### config.mk
export PLATFORM = sky130hd
export DESIGN_NAME = rrc_scan
export DESIGN_NICKNAME = d
export VERILOG_FILES = /design/src/rtl/rrc_pkg.sv /design/src/rtl/rrc_scan.sv
export SDC_FILE = /design/constraint.sdc
export NUM_CORES = 1
export LEC_CHECK = 0
export BUFFER_PORTS_ARGS = -buffer_cell sky130_fd_sc_hd__buf_2
export CORE_UTILIZATION = 60
export CTS_CLUSTER_SIZE = 20
export DETAILED_ROUTE_END_ITERATION = 12
export HOLD_SLACK_MARGIN = 0.02
export MAX_ROUTING_LAYER = met4
export PLACE_DENSITY_LB_ADDON = 0.2
export SYNTH_ARGS = -nofsm -noshare
export SYNTH_HDL_FRONTEND = slang
export SYNTH_SLANG_ARGS = --single-unit
### constraint.sdc
create_clock -name clock -period 11.8 [get_ports clock]
set_clock_uncertainty 0.1 [all_clocks]
set_input_delay 2.36 -clock clock [delete_from_list [all_inputs] [get_ports clock]]
set_output_delay 2.36 -clock clock [all_outputs]
set_load 0.01 [all_outputs]
### src/rtl/rrc_pkg.sv
// ----------------------------------------------------------------------------
// Region record checker package
// Shared constants, error and section codes, and the item types of the
// request and result channels.
// ----------------------------------------------------------------------------
package rrc_pkg;

   localparam int NAME_MAX   = 64;
   localparam int DESC_MAX   = 64;
   localparam int RECORD_MAX = 160;
   localparam int HDR_LEN    = 32;

   localparam logic [31:0] REC_MAGIC = 32'h4d53_5250;
   localparam logic [8:0]  POS_SAT   = 9'd511;

   localparam logic [31:0] VERSION_RESET   = 32'd1;
   localparam logic [7:0]  KIND_MASK_RESET = 8'd7;

   localparam logic [0:0] CSR_EXPECTED_VERSION = 1'd0;
   localparam logic [0:0] CSR_KIND_VALID_MASK  = 1'd1;

   localparam logic [1:0] SEC_HEADER = 2'd0;
   localparam logic [1:0] SEC_NAME   = 2'd1;
   localparam logic [1:0] SEC_DESC   = 2'd2;
   localparam logic [1:0] SEC_BEYOND = 2'd3;

   localparam logic [3:0] ERR_NONE       = 4'd0;
   localparam logic [3:0] ERR_LENGTH     = 4'd1;
   localparam logic [3:0] ERR_MAGIC      = 4'd2;
   localparam logic [3:0] ERR_VERSION    = 4'd3;
   localparam logic [3:0] ERR_RESERVED   = 4'd4;
   localparam logic [3:0] ERR_NAME_LEN   = 4'd5;
   localparam logic [3:0] ERR_DESC_LEN   = 4'd6;
   localparam logic [3:0] ERR_ZERO_REGION = 4'd7;
   localparam logic [3:0] ERR_KIND       = 4'd8;
   localparam logic [3:0] ERR_NAME_CHARS = 4'd9;

   localparam logic [7:0] CHAR_DASH       = 8'h2d;
   localparam logic [7:0] CHAR_UNDERSCORE = 8'h5f;
   localparam logic [7:0] CHAR_DOT        = 8'h2e;
   localparam logic [7:0] CHAR_COLON      = 8'h3a;

   typedef struct packed {
      logic [7:0] data_byte;
      logic       last_byte;
   } req_type;

   typedef struct packed {
      logic [7:0]  byte_out;
      logic [1:0]  section;
      logic [7:0]  section_offset;
      logic        done_res;
      logic        record_ok;
      logic [3:0]  error_code;
      logic [2:0]  region_kind;
      logic [63:0] region_length;
      logic [5:0]  name_length;
      logic [6:0]  descriptor_length;
   } rsp_type;

endpackage

### src/rtl/rrc_scan.sv
// ----------------------------------------------------------------------------
// Region record scanner
// Holds the per-record state and the configuration registers, and forms the
// result of the byte at its input in the same cycle.
// ----------------------------------------------------------------------------
module rrc_scan (
   input  logic             clock,
   input  logic             reset,
   input  logic             accept,
   input  rrc_pkg::req_type item,
   input  logic             csr_write_enable,
   input  logic [0:0]       csr_index,
   input  logic [31:0]      csr_wdata,
   output rrc_pkg::rsp_type result
);
   import rrc_pkg::*;

   logic [31:0] expected_version_ff;
   logic [7:0]  kind_mask_ff;

   logic [8:0]  pos_ff, pos_in;
   logic        magic_ok_ff, magic_ok_in;
   logic        version_ok_ff, version_ok_in;
   logic        reserved_ok_ff, reserved_ok_in;
   logic [31:0] name_len_ff, name_len_in;
   logic [31:0] desc_len_ff, desc_len_in;
   logic [31:0] kind_ff, kind_in;
   logic [63:0] region_len_ff, region_len_in;
   logic        name_chars_ok_ff, name_chars_ok_in;
   logic        nul_seen_ff, nul_seen_in;

   logic        magic_ok_upd, version_ok_upd, reserved_ok_upd;
   logic [31:0] name_len_upd, desc_len_upd, kind_upd;
   logic [63:0] region_len_upd;
   logic        name_chars_ok_upd, nul_seen_upd;

   logic [7:0]  b;
   logic [8:0]  i;
   logic        name_small, desc_small;
   logic [9:0]  name_end;
   logic [10:0] rec_end;
   logic        in_header, in_name, in_desc;
   logic [8:0]  off_name;
   logic [9:0]  off_desc;
   logic [10:0] off_beyond;
   logic [9:0]  rec_len;
   logic        char_ok, kind_ok;
   logic [4:0]  byte_shift;
   logic [3:0]  err;

   always_ff @(posedge clock) begin
      if (reset) begin
         expected_version_ff <= VERSION_RESET;
         kind_mask_ff        <= KIND_MASK_RESET;
      end else if (csr_write_enable) begin
         case (csr_index)
            CSR_EXPECTED_VERSION: expected_version_ff <= csr_wdata;
            CSR_KIND_VALID_MASK:  kind_mask_ff        <= csr_wdata[7:0];
            default: ;
         endcase
      end
   end

   assign b          = item.data_byte;
   assign i          = pos_ff;
   assign byte_shift = {~i[1:0], 3'b000};

   assign name_small = (name_len_ff[31:9] == '0);
   assign desc_small = (desc_len_ff[31:9] == '0);
   assign name_end   = 10'(HDR_LEN) + {1'b0, name_len_ff[8:0]};
   assign rec_end    = {1'b0, name_end} + {2'b00, desc_len_ff[8:0]};

   assign in_header = (i < 9'(HDR_LEN));
   assign in_name   = !name_small || ({1'b0, i} < name_end);
   assign in_desc   = !desc_small || ({2'b00, i} < rec_end);

   assign off_name   = i - 9'(HDR_LEN);
   assign off_desc   = {1'b0, i} - name_end;
   assign off_beyond = {2'b00, i} - rec_end;

   assign char_ok = b inside {[8'h30:8'h39], [8'h41:8'h5a], [8'h61:8'h7a],
                              CHAR_DASH, CHAR_UNDERSCORE, CHAR_DOT, CHAR_COLON};

   always_comb begin
      magic_ok_upd      = magic_ok_ff;
      version_ok_upd    = version_ok_ff;
      reserved_ok_upd   = reserved_ok_ff;
      name_len_upd      = name_len_ff;
      desc_len_upd      = desc_len_ff;
      kind_upd          = kind_ff;
      region_len_upd    = region_len_ff;
      name_chars_ok_upd = name_chars_ok_ff;
      nul_seen_upd      = nul_seen_ff;
      result            = '0;
      result.byte_out   = b;

      if (in_header) begin
         result.section        = SEC_HEADER;
         result.section_offset = i[7:0];
         case (i[4:2])
            3'd0: begin
               if (b != 8'(REC_MAGIC >> byte_shift)) magic_ok_upd = 1'b0;
            end
            3'd1: begin
               if (b != 8'(expected_version_ff >> byte_shift)) version_ok_upd = 1'b0;
            end
            3'd2: name_len_upd = {name_len_ff[23:0], b};
            3'd3: desc_len_upd = {desc_len_ff[23:0], b};
            3'd4: kind_upd = {kind_ff[23:0], b};
            3'd5: begin
               if (b != 8'd0) reserved_ok_upd = 1'b0;
            end
            default: region_len_upd = {region_len_ff[55:0], b};
         endcase
      end else if (in_name) begin
         result.section        = SEC_NAME;
         result.section_offset = off_name[8] ? 8'hff : off_name[7:0];
         if (!nul_seen_ff) begin
            if (b == 8'd0) begin
               nul_seen_upd = 1'b1;
               if (i == 9'(HDR_LEN)) name_chars_ok_upd = 1'b0;
            end else if (!char_ok) begin
               name_chars_ok_upd = 1'b0;
            end
         end
      end else if (in_desc) begin
         result.section        = SEC_DESC;
         result.section_offset = (off_desc[9:8] != 2'b00) ? 8'hff : off_desc[7:0];
      end else begin
         result.section        = SEC_BEYOND;
         result.section_offset = (off_beyond[10:8] != 3'b000) ? 8'hff : off_beyond[7:0];
      end

      rec_len = {1'b0, i} + 10'd1;
      kind_ok = (kind_upd[31:3] == '0) && kind_mask_ff[kind_upd[2:0]];

      if (rec_len < 10'(HDR_LEN) || rec_len > 10'(RECORD_MAX)) begin
         err = ERR_LENGTH;
      end else if (!magic_ok_upd) begin
         err = ERR_MAGIC;
      end else if (!version_ok_upd) begin
         err = ERR_VERSION;
      end else if (!reserved_ok_upd) begin
         err = ERR_RESERVED;
      end else if (name_len_upd == '0 || name_len_upd >= 32'(NAME_MAX)) begin
         err = ERR_NAME_LEN;
      end else if (desc_len_upd == '0 || desc_len_upd > 32'(DESC_MAX)) begin
         err = ERR_DESC_LEN;
      end else if (!(name_small && desc_small && rec_end == {1'b0, rec_len})) begin
         err = ERR_LENGTH;
      end else if (region_len_upd == '0) begin
         err = ERR_ZERO_REGION;
      end else if (!kind_ok) begin
         err = ERR_KIND;
      end else if (!name_chars_ok_upd) begin
         err = ERR_NAME_CHARS;
      end else begin
         err = ERR_NONE;
      end

      if (item.last_byte) begin
         result.done_res   = 1'b1;
         result.error_code = err;
         if (err == ERR_NONE) begin
            result.record_ok         = 1'b1;
            result.region_kind       = kind_upd[2:0];
            result.region_length     = region_len_upd;
            result.name_length       = name_len_upd[5:0];
            result.descriptor_length = desc_len_upd[6:0];
         end
      end
   end

   always_comb begin
      if (item.last_byte) begin
         pos_in           = '0;
         magic_ok_in      = 1'b1;
         version_ok_in    = 1'b1;
         reserved_ok_in   = 1'b1;
         name_len_in      = '0;
         desc_len_in      = '0;
         kind_in          = '0;
         region_len_in    = '0;
         name_chars_ok_in = 1'b1;
         nul_seen_in      = 1'b0;
      end else begin
         pos_in           = (pos_ff == POS_SAT) ? pos_ff : pos_ff + 9'd1;
         magic_ok_in      = magic_ok_upd;
         version_ok_in    = version_ok_upd;
         reserved_ok_in   = reserved_ok_upd;
         name_len_in      = name_len_upd;
         desc_len_in      = desc_len_upd;
         kind_in          = kind_upd;
         region_len_in    = region_len_upd;
         name_chars_ok_in = name_chars_ok_upd;
         nul_seen_in      = nul_seen_upd;
      end
   end

   always_ff @(posedge clock) begin
      if (reset) begin
         pos_ff           <= '0;
         magic_ok_ff      <= 1'b1;
         version_ok_ff    <= 1'b1;
         reserved_ok_ff   <= 1'b1;
         name_len_ff      <= '0;
         desc_len_ff      <= '0;
         kind_ff          <= '0;
         region_len_ff    <= '0;
         name_chars_ok_ff <= 1'b1;
         nul_seen_ff      <= 1'b0;
      end else if (accept) begin
         pos_ff           <= pos_in;
         magic_ok_ff      <= magic_ok_in;
         version_ok_ff    <= version_ok_in;
         reserved_ok_ff   <= reserved_ok_in;
         name_len_ff      <= name_len_in;
         desc_len_ff      <= desc_len_in;
         kind_ff          <= kind_in;
         region_len_ff    <= region_len_in;
         name_chars_ok_ff <= name_chars_ok_in;
         nul_seen_ff      <= nul_seen_in;
      end
   end

endmodule

==> impl_summary.txt <==
----------------------------------------------------
[GRT]
  Antenna violations before repair ... 0
  Residual overflow from global routing ... 0
  Maximum number of pins on one net before global-route repair ... 124
  Vias in the first global route ... 11078
  GRT Resource Usage Total ... 34.1%
  Wire length of the first global-routing pass ... 58900 µm

[Min path]
  Worst Hold Class ... flip-flop to flip-flop
  Worst min-delay path endpoint ... expected_version_ff[5]
  Launch instance of the worst min-delay path ... expected_version_ff[5]
  Number of stages on the worst hold path ... 2

[Routing]
  Starting DRT DRC Count ... 1227
  Wire length after detailed routing ... 37600 µm
  Remaining DRCs ... 0
  Antenna viol nets, final ... 0
  Total iterations of the first detailed-routing run ... 8
  Total via count after detailed routing ... 12363
  Routed len/inst ... 19.8 µm
  Mean number of vias per cell ... 6.51

[STA]
  Final number of hold-violating endpoints ... 0
  Time the final worst path needs with I/O delays and setup ... 8.93 ns
  Number of slew-limit violations in the final report ... 0
  Tightest slew margin relative to the limit ... 16.4%
  Final setup vio count ... 0
  RSZ-0062 raised after global routing ... no
  Accumulated negative setup slack ... 0 ns
  Final worst-path cycle share ... 75.7%
  Worst-Margin Slew ... 1.25 ns
  Achievable frequency ... 112 MHz

[Worst setup path]
  Type of origin of the critical path ... input port
  Reg-to-Reg End ... name_chars_ok_ff
  Critical Path Slowest Stage Cell ... sky130_fd_sc_hd__buf_4
  Worst Path Max Fanout ... 48
  Worst r2r path cells ... 11
  Critical Path Max Stage Delay ... 0.68 ns
  Reg2reg setup slack ... 8.34 ns
  CP Class ... input port to output port
  Launching instance or port of the critical path ... item[3]
  Category of the worst setup path capture point ... output port
  Required time of the worst setup path ... 9.34 ns
  Worst reg2reg path startpoint ... name_len_ff[5]
  Crit path cell chain ... buf_2 > or3_1 > nor4_1 > xor2_1 > nor4_1 > o211ai_1 > or4_1 > a2111oi_2 > a211o_4 > buf_4 > nor3_2 > buf_2
  Worst path arrival time ... 6.47 ns

[Yosys]
  Count of flip-flops with a built-in enable after synthesis ... 0
  Number of distinct library cells after synthesis ... 71
  Share of synthesized flip-flops with an asynchronous set or reset ... 0%
  Per-instance average area after synthesis ... 8.32 µm²
  Leading cell types by total area after synthesis ... sky130_fd_sc_hd__dfxtp_1 (33%), sky130_fd_sc_hd__a22oi_1 (8.5%), sky130_fd_sc_hd__nor2_1 (6.8%)
  Post-synth top area share ... 32.9%
  Largest area contributor in the synthesized netlist ... sky130_fd_sc_hd__dfxtp_1
  Synthesized net count ... 1646
  Prevailing post-synth register cell ... sky130_fd_sc_hd__dfxtp_1
  Mapped Cells ... 1564
  Flip-flop and latch count after synthesis ... 214
  Cell area after synthesis ... 13000 µm²
  Warnings, synthesis ... 0
  Proportion of synthesized chip area in sequential cells ... 32.9%

[Clocking]
  Post-CTS setup repair buffer count ... 0
  Clock Latency Late Sink ... 0.53 ns
  Number of clock sinks ... 214
  Total of hold buffers inserted after clock tree synthesis ... 0
  CTS Root Buffer Type ... sky130_fd_sc_hd__clkbuf_16
  Total number of H-tree levels ... 1
  Clock buffers created by TritonCTS ... 23
  Total of cells resized after clock tree synthesis ... 0
  Clk pin slew, worst setup/hold paths ... 0.06 ns
  Maximum clock path buffer count ... 3
  TritonCTS clock tree ... done

[Outcome]
  Status ... completed

[Floorplan]
  Die boundary width ... 149 µm
  Core ar. ... 21200 µm²
  Row Count ... 53
  Area of the die ... 22300 µm²
  Die Span Y ... 149 µm
  Total I/O pin count ... 150
  Initial Util ... 61.5%

[Placement]
  Routability congestion estimate from global placement ... 0.957
  Placed Cells ... 1859
  Post-DP HPWL ... 25800 µm
  Number of port buffers ... 149

[Power and ir drop]
  Total power consumption of the routed design ... 0.00156 W
  Power per cell area ... 109 nW/µm²
  Leakage dissipation ... 5.38 nW
  Peak supply drop ... 113 µV

[Finish]
  Antenna diodes ... 0
  Non-filler instance count after layout ... 1898
  NumNets Final ... 1691
  Area grow syn2layout ... 9.81%
  Proportion of layout cells with a drive suffix above 1 ... 18.8%

[Flow run]
  Max-capacitance violation count ... 0

----------------------------------------------------
routing by layer:
layer	vias up	global-route usage, %	wire, µm
li1	5786	-	-
met1	5870	47.0	16400
met2	609	51.4	16800
met3	98	4.25	3090
met4	0	11.8	1330
met5	-	-	0
critical path: cells and delay by family:
family	cells	cell delay [ns]
simple gates	5	1.80
compound gates	3	0.99
xor+xnor	1	0.17
buf+inv	3	1.08
metrics by stage:
step	cell area (µm²)	utilization [%]	setup slack, ns	hold slack, ns
floorplan	13000	-	4.28	0.332
global placement	13500	63.9	3.10	0.340
detailed placement	13500	63.9	2.92	0.347
CTS	14300	67.5	2.92	0.355
global route	14300	67.5	2.66	0.374
finish	14300	67.5	2.87	0.355
cells in the mapped netlist (3+ instances only):
cell                         n
sky130_fd_sc_hd__nor2_1    234
sky130_fd_sc_hd__dfxtp_1   214
sky130_fd_sc_hd__a22oi_1   147
sky130_fd_sc_hd__nand2_1   128
sky130_fd_sc_hd__clkbuf_1  107
sky130_fd_sc_hd__nor3_2     80
sky130_fd_sc_hd__or3_1      80
sky130_fd_sc_hd__mux2i_1    74
sky130_fd_sc_hd__a21oi_1    67
sky130_fd_sc_hd__nor4_1     45
sky130_fd_sc_hd__xnor2_1    35
sky130_fd_sc_hd__ha_1       33
sky130_fd_sc_hd__inv_1      29
sky130_fd_sc_hd__o21ai_0    28
sky130_fd_sc_hd__a32oi_1    18
sky130_fd_sc_hd__nand3_1    18
sky130_fd_sc_hd__nor3_1     18
sky130_fd_sc_hd__buf_2      15
sky130_fd_sc_hd__nand4_1    12
sky130_fd_sc_hd__o21a_1     11
sky130_fd_sc_hd__xor2_1     11
sky130_fd_sc_hd__mux4_2     10
sky130_fd_sc_hd__a211oi_1    9
sky130_fd_sc_hd__buf_12      9
sky130_fd_sc_hd__buf_4       9
sky130_fd_sc_hd__or4_1       9
sky130_fd_sc_hd__a21o_1      8
sky130_fd_sc_hd__nand2b_1    8
sky130_fd_sc_hd__a211o_1     7
sky130_fd_sc_hd__o211ai_1    7
sky130_fd_sc_hd__and3_1      6
sky130_fd_sc_hd__nor2b_1     6
sky130_fd_sc_hd__nand3b_1    5
sky130_fd_sc_hd__and2_1      4
sky130_fd_sc_hd__nor4b_1     4
sky130_fd_sc_hd__o22ai_1     4
sky130_fd_sc_hd__a21boi_0    3
sky130_fd_sc_hd__a31oi_1     3
sky130_fd_sc_hd__fa_1        3
sky130_fd_sc_hd__o221ai_1    3
sky130_fd_sc_hd__o31ai_1     3
layout make-up:
class                   instances  area (µm²)
fillers                      1814        6870
repair buffers                162         850
inverters                      29         109
multi-input cells            1179        7940
flip-flops and latches        214        4280
clock inverters                12         149
clock buffers                  27         611
well taps                     275         344
cell usage in the layout, fill, tap and decap left out, types with 35 or more instances in the layout:
cell,count
sky130_fd_sc_hd__nand2_1,128
sky130_fd_sc_hd__xnor2_1,35
sky130_fd_sc_hd__a21oi_1,67
sky130_fd_sc_hd__nor3_2,80
sky130_fd_sc_hd__a22oi_1,147
sky130_fd_sc_hd__or3_1,80
sky130_fd_sc_hd__mux2i_1,74
sky130_fd_sc_hd__nor2_1,232
sky130_fd_sc_hd__dfxtp_1,214
sky130_fd_sc_hd__nor4_1,45
sky130_fd_sc_hd__buf_2,148
where the power goes:
group	internal, W	total (W)	switching (W)
Sequential	0.000729	0.000733	0.00000365
Clock	0.000436	0.000738	0.000302
Combinational	0.0000251	0.0000887	0.0000635
cell families after synthesis:
family                   synth area share, %
flip-flops                              32.9
adder cells (fa/ha/maj)                 3.64
multiplexers                            7.54
XOR/XNOR                                3.44
AND/OR/NAND/NOR                         27.7
AO/OA/AOI/OAI                           18.3
buffers and inverters                   6.46
worst max-delay path by stage:
| stage | end | slack [ns] | cells past startpoint |
|---|---|---|---|
| 2_1_floorplan | result[84] | 4.28 | 12 |
| 3_3_place_gp | result[19] | 3.10 | 12 |
| 3_5_place_dp | result[30] | 2.92 | 12 |
| 4_1_cts | result[30] | 2.92 | 12 |
| 5_1_grt | result[35] | 2.66 | 12 |
| 6_report | result[35] | 2.87 | 12 |
sequential cells by signal, indices dropped and copies added (netlist names):
| signal | count |
|---|---|
| region_len_ff | 64 |
| desc_len_ff | 32 |
| expected_version_ff | 32 |
| kind_ff | 32 |
| name_len_ff | 32 |
| i | 9 |
| kind_mask_ff | 8 |
| magic_ok_ff | 1 |
| name_chars_ok_ff | 1 |
| nul_seen_ff | 1 |
| reserved_ok_ff | 1 |
| version_ok_ff | 1 |
Note: power is estimated with default switching activity, not from simulation.
